<file path="src/design/zlhnl_pkg.sv">
// package for the zip local header name lister: payload types and header constants
package zlhnl_pkg;

  localparam int unsigned ByteW  = 8;
  localparam int unsigned PosW   = 5;
  localparam int unsigned LenW   = 16;
  localparam int unsigned SizeW  = 32;
  localparam int unsigned SkipW  = 34;

  localparam logic [PosW-1:0] HdrFlags   = 5'd6;
  localparam logic [PosW-1:0] HdrSize0   = 5'd18;
  localparam logic [PosW-1:0] HdrSize1   = 5'd19;
  localparam logic [PosW-1:0] HdrSize2   = 5'd20;
  localparam logic [PosW-1:0] HdrSize3   = 5'd21;
  localparam logic [PosW-1:0] HdrNameLo  = 5'd26;
  localparam logic [PosW-1:0] HdrNameHi  = 5'd27;
  localparam logic [PosW-1:0] HdrExtraLo = 5'd28;
  localparam logic [PosW-1:0] HdrExtraHi = 5'd29;
  localparam logic [PosW-1:0] BodyPos    = 5'd30;

  localparam logic [ByteW-1:0] StopMarker = 8'd24;
  localparam int unsigned      EncBit     = 0;
  localparam int unsigned      DescBit    = 3;

  localparam logic [ByteW-1:0] EncSkipReset  = 8'd8;
  localparam logic [ByteW-1:0] DescSkipReset = 8'd18;

  localparam logic CfgEncSkip  = 1'b0;
  localparam logic CfgDescSkip = 1'b1;

  typedef struct packed {
    logic [ByteW-1:0] data_byte;
    logic             end_of_input;
  } in_beat_t;

  typedef struct packed {
    logic             name_valid;
    logic [ByteW-1:0] name_byte;
    logic             first_of_name;
    logic             last_of_name;
    logic             listing_done;
  } out_beat_t;

endpackage

</file>
<file path="src/design/zip_local_header_name_lister.sv">
// zip local header walker: passes out file-name bytes of each local header
// output: a result beat is registered and offered in the cycle after the byte that causes it
// throughput: one byte per cycle; the single output register is refilled
//   in the cycle it drains, so input stalls only while a result waits
// reset: asynchronous, clears the header walk and restores skip registers 8 and 18
module zip_local_header_name_lister
  import zlhnl_pkg::*;
(
  input  logic       clk_i,
  input  logic       rst_ni,
  input  logic       in_valid_i,
  output logic       in_ready_o,
  input  in_beat_t   in_data_i,
  output logic       out_valid_o,
  input  logic       out_ready_i,
  output out_beat_t  out_data_o,
  input  logic       cfg_we_i,
  input  logic       cfg_index_i,
  input  logic [7:0] cfg_data_i
);

  logic [ByteW-1:0] enc_skip_q, desc_skip_q;
  logic [PosW-1:0]  pos_q, pos_d;
  logic             enc_q, enc_d, desc_q, desc_d;
  logic [SizeW-1:0] csize_q, csize_d;
  logic [LenW-1:0]  name_len_q, name_len_d;
  logic [LenW-1:0]  ext_len_q, ext_len_d;
  logic [LenW-1:0]  cnt_q, cnt_d;
  logic [SkipW-1:0] skip_q, skip_d, skip_sum;
  logic             stopped_q, stopped_d;
  logic             stop_hit, have_name, first_b, last_b;
  logic             res_valid;
  out_beat_t        res;
  logic             out_valid_q;
  out_beat_t        out_q;
  logic             in_fire;
  logic [ByteW-1:0] b;

  assign in_ready_o  = !out_valid_q || out_ready_i;
  assign in_fire     = in_valid_i && in_ready_o;
  assign out_valid_o = out_valid_q;
  assign out_data_o  = out_q;
  assign b           = in_data_i.data_byte;

  always_comb begin
    pos_d      = pos_q;
    enc_d      = enc_q;
    desc_d     = desc_q;
    csize_d    = csize_q;
    name_len_d = name_len_q;
    ext_len_d  = ext_len_q;
    cnt_d      = cnt_q;
    skip_d     = skip_q;
    stopped_d  = stopped_q;
    skip_sum   = '0;
    stop_hit   = 1'b0;
    have_name  = 1'b0;
    first_b    = 1'b0;
    last_b     = 1'b0;
    res_valid  = 1'b0;
    res        = '0;
    if (!stopped_q) begin
      if (pos_q != BodyPos) begin
        case (pos_q)
          HdrFlags: begin
            enc_d  = b[EncBit];
            desc_d = b[DescBit];
          end
          HdrSize0:   csize_d[7:0]      = b;
          HdrSize1:   csize_d[15:8]     = b;
          HdrSize2:   csize_d[23:16]    = b;
          HdrSize3:   csize_d[31:24]    = b;
          HdrNameLo:  name_len_d[7:0]   = b;
          HdrNameHi:  name_len_d[15:8]  = b;
          HdrExtraLo: ext_len_d[7:0]    = b;
          HdrExtraHi: ext_len_d[15:8]   = b;
          default: ;
        endcase
        if (pos_q == HdrExtraHi) begin
          skip_sum = SkipW'(ext_len_d) + SkipW'(csize_q)
                   + (enc_q  ? SkipW'(enc_skip_q)  : '0)
                   + (desc_q ? SkipW'(desc_skip_q) : '0);
          skip_d = skip_sum;
          cnt_d  = '0;
          pos_d  = (name_len_q == '0 && skip_sum == '0) ? '0 : BodyPos;
        end else begin
          pos_d = pos_q + PosW'(1);
        end
      end else if (cnt_q < name_len_q) begin
        if (cnt_q == '0 && b == StopMarker) begin
          stop_hit  = 1'b1;
          stopped_d = 1'b1;
          res_valid = 1'b1;
          res.listing_done = 1'b1;
        end else begin
          have_name = 1'b1;
          first_b   = (cnt_q == '0);
          last_b    = ({1'b0, cnt_q} + 17'd1) == {1'b0, name_len_q};
          cnt_d     = cnt_q + LenW'(1);
          if (cnt_d >= name_len_q && skip_q == '0) begin
            pos_d = '0;
            cnt_d = '0;
          end
        end
      end else begin
        if (skip_q != '0) begin
          skip_d = skip_q - SkipW'(1);
        end
        if (skip_d == '0) begin
          pos_d = '0;
          cnt_d = '0;
        end
      end
      if (!stop_hit) begin
        if (in_data_i.end_of_input || have_name) begin
          res_valid         = 1'b1;
          res.name_valid    = have_name;
          res.name_byte     = have_name ? b : '0;
          res.first_of_name = have_name && first_b;
          res.last_of_name  = have_name && last_b;
          res.listing_done  = in_data_i.end_of_input;
        end
        if (in_data_i.end_of_input) begin
          stopped_d = 1'b1;
        end
      end
    end
  end

  always_ff @(posedge clk_i or negedge rst_ni) begin
    if (!rst_ni) begin
      enc_skip_q  <= EncSkipReset;
      desc_skip_q <= DescSkipReset;
      pos_q       <= '0;
      enc_q       <= 1'b0;
      desc_q      <= 1'b0;
      csize_q     <= '0;
      name_len_q  <= '0;
      ext_len_q   <= '0;
      cnt_q       <= '0;
      skip_q      <= '0;
      stopped_q   <= 1'b0;
      out_valid_q <= 1'b0;
    end else begin
      if (cfg_we_i) begin
        case (cfg_index_i)
          CfgEncSkip:  enc_skip_q  <= cfg_data_i;
          CfgDescSkip: desc_skip_q <= cfg_data_i;
          default: ;
        endcase
      end
      if (in_fire) begin
        pos_q      <= pos_d;
        enc_q      <= enc_d;
        desc_q     <= desc_d;
        csize_q    <= csize_d;
        name_len_q <= name_len_d;
        ext_len_q  <= ext_len_d;
        cnt_q      <= cnt_d;
        skip_q     <= skip_d;
        stopped_q  <= stopped_d;
      end
      if (in_fire && res_valid) begin
        out_valid_q <= 1'b1;
      end else if (out_ready_i) begin
        out_valid_q <= 1'b0;
      end
    end
  end

  // result payload
  always_ff @(posedge clk_i) begin
    if (in_fire && res_valid) begin
      out_q <= res;
    end
  end

endmodule

</file>
<file path="config.mk">
export PLATFORM = sky130hd
export DESIGN_NAME = zip_local_header_name_lister
export DESIGN_NICKNAME = d
export VERILOG_FILES = /design/src/design/zlhnl_pkg.sv /design/src/design/zip_local_header_name_lister.sv
export SDC_FILE = /design/constraint.sdc
export NUM_CORES = 1
export LEC_CHECK = 0
export BUFFER_PORTS_ARGS = -buffer_cell sky130_fd_sc_hd__buf_4
export CORE_MARGIN = 2
export CORE_UTILIZATION = 55
export CTS_CLUSTER_DIAMETER = 40
export DETAILED_ROUTE_END_ITERATION = 7
export PLACE_DENSITY = 0.8
export SYNTH_ARGS = -nofsm -noshare
export SYNTH_HDL_FRONTEND = slang
export SYNTH_SLANG_ARGS = --single-unit
</file>
<file path="constraint.sdc">
create_clock -name clk_i -period 5.7 [get_ports clk_i]
set_input_delay 0.57 -clock clk_i [delete_from_list [all_inputs] [get_ports clk_i]]
set_output_delay 0.57 -clock clk_i [all_outputs]
set_load 0.1 [all_outputs]
</file>
Word level (Yosys, flattened, before mapping)
Index checks and enable logic that the tools add are counted.

Order comparisons: 2. Reductions and logical operators: 33. Bitwise operators: 4. Mux-type cells: 54. Equality and inequality tests: 16. Add/sub/neg operators: 7.

Operators by type and width (number): 34-bit 2-to-1 mux (7); 34-bit zero test (3); 16-bit 2-to-1 mux (6); 8-bit 2-to-1 mux (8); 5-bit equality test (second input constant) (8); 5-bit 2-to-1 mux (7); 33-bit by 8-bit adder with 34-bit output (1); 34-bit by 8-bit adder with 34-bit output (1); 34-bit nonzero test (1); 34-bit by 1-bit subtractor with 34-bit output (second input constant) (1); 16-bit by 32-bit adder with 33-bit output (1); 16-bit zero test (2); 4-bit AND reduction (8); 1-bit 2-to-1 mux (26); 16-bit by 1-bit adder with 17-bit output (second input constant) (1); 17-bit by 16-bit equality test with 1-bit output (1); 16-bit by 1-bit adder with 16-bit output (second input constant) (1); 16-bit greater-or-equal comparator (1); 16-bit < comparator (1); 5-bit AND reduction (2); 8-bit by 5-bit equality test with 1-bit output (second input constant) (1); 1-bit logical AND (7); 5-bit by 1-bit adder with 5-bit output (second input constant) (1); 5-bit by 3-bit equality test with 1-bit output (second input constant) (1); 14 further kinds (19).

Output and inout port bits: 14. Logic and storage cells: 137. Flip-flop bits (word level): 151. Input port bits: 23.

Depth between registers and ports, before layout
Gate-level depths: netlist (run 1).

Depth in word-level cells: 12. Depth in mapped cells: 20. Depth with buffers taken out: 18.

Worst setup path before layout (run 1)
OpenSTA, ideal clock, no wires.

Path type: reg-to-reg. Start point: register pos_q[0]. End point: register pos_q[1]. Data required time: 5.560 ns. Library setup time: 0.140 ns. Setup slack: 0.617 ns. Path buffers: 0. Stages on the path, launching flop included: 17. Arrival: 4.943 ns. Period minus slack after synthesis: 5.083 ns. Path through: dfrtp_1 -> inv_1 -> ha_1 -> nand4_1 -> mux2_2 -> fa_1 -> fa_1 -> ha_1 -> fa_1 -> a211oi_1 -> o21ai_0 -> a32oi_1 -> a311oi_1 -> xor2_1 -> or3_1 -> nor4_1 -> o2bb2ai_1.

Word-level cells in the longest chain between the ends: 12. Elaborated cells between the ends (all ways): 22. Those cells by class: add/sub (4); eq/ne (5); mux (9); reduce/logical (4).

RTL lines: from (decl) (line zip_local_header_name_lister.sv:23) `logic [PosW-1:0] pos_q, pos_d;`; from (signal assigned) (line zip_local_header_name_lister.sv:153) `pos_q <= pos_d;`; 5-bit equality test (on tied branches) (line zip_local_header_name_lister.sv:64, zip_local_header_name_lister.sv:79); 8-bit 2-to-1 mux (line zip_local_header_name_lister.sv:64) `case (pos_q)`; 8-bit 2-to-1 mux (line zip_local_header_name_lister.sv:63) `if (pos_q != BodyPos) begin`; 8-bit 2-to-1 mux (line zip_local_header_name_lister.sv:62) `if (!stopped_q) begin`; 16-bit by 32-bit adder with 33-bit output (line zip_local_header_name_lister.sv:80) `skip_sum = SkipW'(ext_len_d) + SkipW'(csize_q)`; 33-bit by 8-bit adder with 34-bit output (line zip_local_header_name_lister.sv:81) `+ (enc_q ? SkipW'(enc_skip_q) : '0)`; 34-bit by 8-bit adder with 34-bit output (line zip_local_header_name_lister.sv:82) `+ (desc_q ? SkipW'(desc_skip_q) : '0);`; 34-bit zero test (line zip_local_header_name_lister.sv:85) `pos_d = (name_len_q == '0 && skip_sum == '0) ? '0 : BodyPos;`; 1-bit logical AND (line zip_local_header_name_lister.sv:85); 5-bit 2-to-1 mux (line zip_local_header_name_lister.sv:85); 5-bit 2-to-1 mux (line zip_local_header_name_lister.sv:79) `if (pos_q == HdrExtraHi) begin`; 5-bit 2-to-1 mux (line zip_local_header_name_lister.sv:63).

Parallel ways exist; a longest one is shown, timed or not. The select of a mux whose other input is x is not followed. A chain may end at the register's enable or synchronous reset.

Worst setup path in the final report (run 1)
Ends and elaborated chain as after synthesis.

==> results of run 1 <==
==> logic make-up (layout without fill, tap and decap cells) <==
family          after synthesis  in the layout  share of synthesized area
compound gates              245            245                      0.149
xor+xnor                     52             52                     0.0423
fa+ha+maj                    90             90                      0.116
buf+inv                      97            123                     0.0363
flops                       151            151                      0.357
mux                         107            107                      0.110
simple gates                385            385                      0.189
==> path summary, 6_finish.rpt <==
kind | from | endpoint | slack, ns | cells past startpoint
worst max-delay path | pos_q[0] | pos_q[1] | 0.32 | 19
worst min-delay path | rst_ni | ext_len_q[10] | 0.21 | 1
worst max register to register | pos_q[0] | pos_q[1] | 0.32 | 19
worst min register to register | desc_skip_q[0] | desc_skip_q[0] | 0.50 | 1
max in group asynchronous | rst_ni | skip_q[28] | 4.31 | 2
min in group clk_i | cfg_data_i[3] | desc_skip_q[3] | 0.37 | 2
==> cell type report <==
class                   instances  area, um^2
multi-input cells             879        6560
fillers                      1616        7480
well taps                     265         332
clock buffers                  17         425
repair buffers                 47         357
flip-flops and latches        151        3840
inverters                      44         165
clock inverters                15         178
==> cell usage after synthesis (6+ instances only) <==
cell      count
or4_1        10
ha_1         74
nor4_1       22
o211ai_1      6
and2_1       27
nand2_1      95
o22ai_1       7
nand3_1      27
dfrtp_1     136
xor2_1       19
o21ai_0      64
xnor2_1      33
fa_1         16
clkbuf_1     48
a221o_1       6
inv_1        44
a22oi_1      12
a21oi_1      59
and3_1       10
or3_1        10
nor2_1       81
nand4_1      20
a211oi_1      9
mux2_2       91
nor3_1       32
nand2b_1      6
or2_2        12
a31oi_1      12
mux2i_1      16
edfxtp_1     12
==> critical path, stage by stage, from the launching register on <==
cell	delay, ns
dfrtp_1	0.41
inv_1	0.14
ha_1	0.19
nand4_1	0.18
buf_4	0.24
mux2_2	0.31
fa_1	0.43
fa_1	0.48
ha_1	0.25
fa_1	0.42
a211oi_2	0.29
o21ai_1	0.21
a32oi_1	0.33
o21ai_0	0.17
nand4_1	0.14
xnor2_1	0.09
or3_1	0.35
nor4_1	0.37
buf_4	0.20
o2bb2ai_1	0.08
==> sequential cells by signal (all words and copies together) (netlist names) <==
name and cells:
cnt_q 16, name_len_q 16, enc_q 1, desc_skip_q 8
out_data_o 12, csize_q 32, enc_skip_q 8, stopped_q 1
pos_q 5, out_valid_o 1, desc_q 1, ext_len_q 16
skip_q 34
==> metrics by stage <==
stage                     setup WS (ns)   util  total power [W]
after floorplan                   0.617      -          0.00287
after global placement            0.387  0.581          0.00333
after detailed placement          0.251  0.581          0.00339
after CTS                         0.134  0.612          0.00454
after global routing             0.0152  0.613          0.00485
final                             0.315  0.613          0.00458
==> per-layer routing <==
layer,GRT usage,up-vias,share of wire
li1,-,4186,-
met1,0.376,4427,0.41
met2,0.493,374,0.49
met3,0.0546,72,0.066
met4,0.110,0,0.034
met5,0,-,0
==> power breakdown <==
group / switching (W) / internal [W]
Combinational: 0.00117 / 0.000781
Clock: 0.000551 / 0.000595
Sequential: 0.000236 / 0.00125
Total: 0.00195 / 0.00262
==> timing repair <==
| item | in CTS | in global routing |
|---|---|---|
| resized for setup | 0 | 7 |
| endpoints found under the hold margin | 0 | 0 |
| endpoints found under the setup margin | 0 | 4 |
==> metrics.txt, run 1 <==
status completed; GRT overflow 0; sequential element share of the synthesized area 0.357; Routed Antenna Nets 0; Vias 9059; Num CTS Buffers 17; Nets 1253; vias per inst 6.39; P_leak 5.22 nW; vias in the first global route 8986; DP Area 11200 um^2; Crit. End Element flop; largest cells by area after synthesis dfrtp_1 32%, mux2_2 9.5%, ha_1 8.6%; Port Buffers 36; Async SR Flop Fraction 0.921; post-route cell area 11900 um^2; DP HPWL 21000 um; Final Hold Viols 0; Die Span Y 144 um; layout cells sized above 1 0.180; clk_lat worst skew 0.44 ns; maxcap violations 0; clock slew at reported path FFs 0.08 ns; Synth top area share 0.316; Worst-Margin Slew 1.02 ns; crit path kind flop to flop; RePlAce Congestion 0.953; IO Count 37; H-tree Lvls 4; Setup crit start kind flop; CTS tree built; Hold Path Class primary input to asynchronous set/reset pin; placed cells 1386; Mapped Nets 1240; synth-to-layout area growth 10.2%; gr usage total 0.293; Synth cell types 82; residual DRC count 0; CTS Sinks 151; Hold WS 0.207 ns; register bit total from synthesis 151; Synth area leader dfrtp_1; DR iter-0 viols 964; most frequent cells in the layout 136 x dfrtp_1, 95 x nand2_1, 91 x mux2_2; max-slew violation count 0; Avg Cell Area, Syn 9.55 um^2; min cycle time layout 5.38 ns; postcts setup bufs 0; Fin Setup TNS 0 ns; pwr dens 386 nW/um^2; Final period util 0.945; placement row count 51; Finished Layout Cells 1418; Ys Warns 0; CTS Hold Bufs 0; wire length per cell 20.4 um; Starting Density 0.557; Antenna Diode Count 0; Setup Skew 0.0161 ns; most common cell after layout, fill and taps aside dfrtp_1; first-pass detailed-route iteration total 5; Total Die Area 20700 um^2; RSZ-0062 raised after global routing false; global-route wire length before repair 47000 um; Routed WL 29000 um; relative slew slack 0.318; WP data arrival 5.70 ns; largest net degree at the start of global routing 93; VDD IR max 0.264 mV; # setup viols final 0; die width 144 um; cell area after synthesis 10800 um^2; Req. time, crit path 6.02 ns; initial antenna violation count 0; Root Driver clkbuf_16; CTS max path bufs 2; number of synthesized flops with an enable pin 12; core area 19300 um^2; Primary FF master, synth dfrtp_1; Peak Freq 186 MHz; worst-path fanout max 7; post-synthesis cell count 1127
Power figures use the tool's default switching activity.
==> inputs of run 2 (changes only) <==
clock period = 6.06 ns   (was 5.7 ns; I/O delays follow)
==> metrics.txt, run 2 (synthesis gave the netlist of run 1 again) <==
Fill cells 1557; Worst Path Buf+Inv 4; CTS max path bufs 2; placement row count 51; Setup Skew 0.0170 ns; Int Pwr 0.00248 W; CTS tree built; core area 19300 um^2; largest net degree at the start of global routing 79; min cycle time layout 5.51 ns; wire length per cell 20.4 um; P_leak 5.23 nW; Crit. End Element flop; Fin Setup TNS 0 ns; clock share of power 0.253; DR iter-0 viols 775; Routed WL 29000 um; synth-to-layout area growth 10.2%; # setup viols final 0; crit-path cells inv_1, ha_1, nand4_1, buf_4, buf_4, mux2_2, fa_1, fa_1, ha_1, o211ai_1, a211oi_1, a21o_1, o2111ai_1, a2111oi_0, mux2i_1, o2111ai_1, nor4_1, buf_4, o2bb2ai_1; Setup crit start kind flop; pwr dens 366 nW/um^2; Comb power frac 0.425; vias per inst 6.39; sequential power share 0.322; worst-path fanout max 6; Final Hold Viols 0; initial antenna violation count 0; Hold Path Class primary input to asynchronous set/reset pin; final core occ 0.613; Routed Antenna Nets 0; most frequent cells in the layout 136 x dfrtp_1, 95 x nand2_1, 91 x mux2_2; Num CTS Buffers 17; cell mode on critical path buf_4; max reg flops 34; crit path kind flop to flop; slowest CP cell a2111oi_0; Port Buffers 36; Die Span Y 144 um; CTS Sinks 151; RePlAce Congestion 0.978; Sw Pwr 0.00186 W; Req. time, crit path 6.37 ns; status completed; H-tree Lvls 4; CTS Hold Bufs 0; die width 144 um; Vias 9065; Top reg by flops skip_q; residual DRC count 0; clock slew at reported path FFs 0.08 ns; Largest regs skip_q: 34 flops, csize_q: 32 flops; RSZ-0062 raised after global routing false; layout cells sized above 1 0.177; slowest stage delay, CP 0.68 ns; Root Driver clkbuf_16; Starting Density 0.557; most common cell after layout, fill and taps aside dfrtp_1; relative slew slack 0.303; clk_lat worst skew 0.44 ns; global-route wire length before repair 46800 um; Worst path top cell family by delay compound AO/OA/AOI/OAI gates; first-pass detailed-route iteration total 6; DP HPWL 20900 um; Total Die Area 20700 um^2; vias in the first global route 8982; Peak Freq 181 MHz; Worst-Margin Slew 1.04 ns; max-slew violation count 0; IO Count 37; Nets 1254; gr usage total 0.293; VDD IR max 0.230 mV; maxcap violations 0; WP data arrival 5.82 ns; switching share of power 0.429; Final period util 0.909; Antenna Diode Count 0; GRT overflow 0
==> run 2: cell types whose count changed in the layout (fill, tap and decap cells not counted), moves of 2 or more <==
cell	previous run	this run
inv_6	1	5
inv_8	7	3
a211oi_1	7	9
a211oi_2	2	0
clkinv_4	2	0
clkinv_8	4	6
==> run 2: cell type report <==
cell class | count | area [um^2] | share of cell area
clock buffer | 17 | 425 | 0.0359
sequential | 151 | 3840 | 0.324
timing repair buffer | 48 | 364 | 0.0307
tap | 265 | 332 | 0.0280
multi-input combinational | 879 | 6530 | 0.551
clock inverter | 15 | 191 | 0.0161
inverter | 44 | 165 | 0.0139
==> run 2: final timing paths <==
check	startpoint	endpoint	slack (ns)	depth (start not counted)
min in group clk_i	cfg_data_i[2]	desc_skip_q[2]	0.40	2
max in group asynchronous	rst_ni	skip_q[20]	4.50	2
hold reg to reg	desc_skip_q[6]	desc_skip_q[6]	0.50	1
setup reg to reg	pos_q[0]	pos_q[1]	0.55	19
setup / recovery	pos_q[0]	pos_q[1]	0.55	19
hold / removal	rst_ni	enc_skip_q[1]	0.12	1
==> run 2: metrics by stage <==
step           hold WS, ns  setup WS, ns  cells  area (um^2)  total power, W
2_1_floorplan        0.310         0.977   1127        10800         0.00270
3_3_place_gp         0.481         0.499   1385        11200         0.00313
3_5_place_dp         0.486         0.354   1385        11200         0.00318
4_1_cts              0.150         0.268   1417        11800         0.00430
5_1_grt              0.177         0.242   1419        11900         0.00460
6_report             0.123         0.550   1419        11900         0.00434
==> run 2: what timing repair did <==
| action | CTS | global route |
|---|---|---|
| endpoints found under the setup margin | 0 | 4 |
| gates resized for setup | 0 | 0 |
| buffers inserted | 0 | 2 |
==> run 2: metal layers <==
layer  global-route usage  up-vias  share of wire
li1                     -     4184              -
met1                0.365     4432           0.41
met2                0.494      362           0.49
met3               0.0586       87          0.065
met4                0.133        0          0.038
met5                    0        -              0
==> run 2: power by group through the flow <==
stage                     Combinational, W  Clock (W)  Sequential, W
after CTS                          0.00180    0.00111        0.00139
after global placement             0.00174          0        0.00139
after floorplan                    0.00139          0        0.00131
after global routing               0.00204    0.00114        0.00142
after detailed placement           0.00178          0        0.00140
final                              0.00184    0.00110        0.00140
==> inputs of run 3 (changes only) <==
CORE_UTILIZATION = 64   (was 55)
PLACE_DENSITY = 0.9   (was 0.8)
clock period = 5.8 ns   (was 6.06 ns; I/O delays follow)
==> metrics.txt, run 3 (synthesis gave the netlist of run 1 again) <==
Nets 1256; most frequent cells in the layout 136 x dfrtp_1, 95 x nand2_1, 91 x mux2_2; Top reg by flops skip_q; relative slew slack 0.276; Die Span Y 134 um; placement row count 47; global-route wire length before repair 48100 um; layout cells sized above 1 0.182; Vias 9460; maxcap violations 0; H-tree Lvls 4; vias per inst 6.88; first-pass detailed-route iteration total 6; Critical Path Stages 18; worst reg2reg path depth 18; clock slew at reported path FFs 0.08 ns; Root Driver clkbuf_16; most common cell after layout, fill and taps aside dfrtp_1; Hold Path Class primary input to asynchronous set/reset pin; RR Endpoint pos_q[1]; Setup Skew 0.0172 ns; RePlAce Congestion 0.978; DP HPWL 20800 um; max reg flops 34; Largest regs skip_q: 34 flops, csize_q: 32 flops; min cycle time layout 5.50 ns; CTS max path bufs 2; P_leak 5.24 nW; Pwr Total 0.00458 W; reg2reg start pos_q[1]; crit path kind flop to flop; largest net degree at the start of global routing 91; pwr dens 387 nW/um^2; GRT overflow 0; CTS Sinks 151; CTS tree built; max-slew violation count 0; # setup viols final 0; Total Die Area 17900 um^2; final core occ 0.717; Req. time, crit path 6.12 ns; Final period util 0.948; slowest stage delay, CP 0.55 ns; Setup crit start kind flop; worst-path fanout max 8; VDD IR max 0.259 mV; Antenna Diode Count 0; initial antenna violation count 0; Final Hold Viols 0; IO Count 37; gr usage total 0.344; wire length per cell 21.7 um; status completed; Crit. End Element flop; crit-path cells inv_1, ha_1, nand4_1, buf_4, mux2_2, fa_1, fa_1, ha_1, a211oi_1, o211ai_1, a21o_1, o2111ai_2, nand2_1, xor2_1, or3_1, nor4_1, buf_4, o2bb2ai_1; clk_lat worst skew 0.45 ns; CTS Hold Bufs 0; slowest CP cell fa_1; WP data arrival 5.82 ns; Worst path top cell family by delay adder cells; Num CTS Buffers 17; die width 134 um; residual DRC count 0; Peak Freq 182 MHz; Port Buffers 36; Worst Path Buf+Inv 3; DR iter-0 viols 1123; vias in the first global route 9229; Worst-Margin Slew 1.09 ns; Routed WL 29900 um; flop-to-flop setup slack 0.30 ns; Routed Antenna Nets 0; Fill cells 1126; Starting Density 0.651; core area 16500 um^2; synth-to-layout area growth 10.1%
-- run 3: final cells by class --
class	instances	area, um^2	share of cell area
Clock buffer	17	425	0.0359
Clock inverter	15	201	0.0170
Inverter	44	165	0.0139
Multi-Input combinational cell	879	6560	0.553
Sequential cell	151	3840	0.324
Tap cell	220	275	0.0232
Timing Repair Buffer	50	379	0.0320
-- run 3: routing by layer --
layer  part of all wire  global-route usage  up-vias  wire, um
met5                  0                   0        -         0
met4              0.051               0.167        0      1510
met3              0.078              0.0563      138      2330
met2               0.48               0.576      513     14500
met1               0.39               0.435     4617     11600
li1                   -                   -     4192         -
-- run 3: worst max-delay path by stage --
stage	slack [ns]	to	from
global placement	0.25	pos_q[4]	pos_q[0]
floorplan	0.72	pos_q[1]	pos_q[0]
CTS	0.16	pos_q[1]	pos_q[0]
global route	-0.04	pos_q[1]	pos_q[0]
finish	0.30	pos_q[1]	pos_q[1]
detailed placement	-0.02	pos_q[1]	pos_q[0]
-- run 3: metrics by stage --
step | hold WS, ns | TNS (ns) | cells | cell area, um^2 | setup slack [ns]
floorplan | 0.284 | 0 | 1127 | 10800 | 0.717
detailed placement | 0.487 | -0.0405 | 1342 | 11200 | -0.0167
CTS | 0.228 | 0 | 1376 | 11800 | 0.157
global placement | 0.483 | 0 | 1342 | 11200 | 0.248
global route | 0.249 | -0.0828 | 1376 | 11800 | -0.0370
finish | 0.169 | 0 | 1376 | 11800 | 0.300
-- run 3: worst register-to-register path, stage by stage (launching register included) --
cell and delay, ns:
dfrtp_1 0.41, inv_1 0.10, ha_1 0.21, nand4_1 0.10, buf_4 0.19, mux2_2 0.40, fa_1 0.52, fa_1 0.55
ha_1 0.32, a211oi_1 0.46, o211ai_1 0.17, a21o_1 0.23, o2111ai_2 0.37, nand2_1 0.14, xor2_1 0.20, or3_1 0.33
nor4_1 0.40, buf_4 0.21, o2bb2ai_1 0.08
-- run 3: what timing repair did --
action | 4_1_cts | 5_1_grt
gates resized for setup | 0 | 6
pin swaps | 0 | 1
setup endpoints to repair | 4 | 4
endpoints found under the hold margin | 0 | 0
setup buffers | 2 | 0
-- run 3: report_power, final --
group,internal (W),total (W),switching (W),leakage (nW)
sequential,0.00123,0.00146,0.000236,1.88
clock,0.000594,0.00115,0.000561,0.302
combinational,0.000781,0.00197,0.00118,3.06
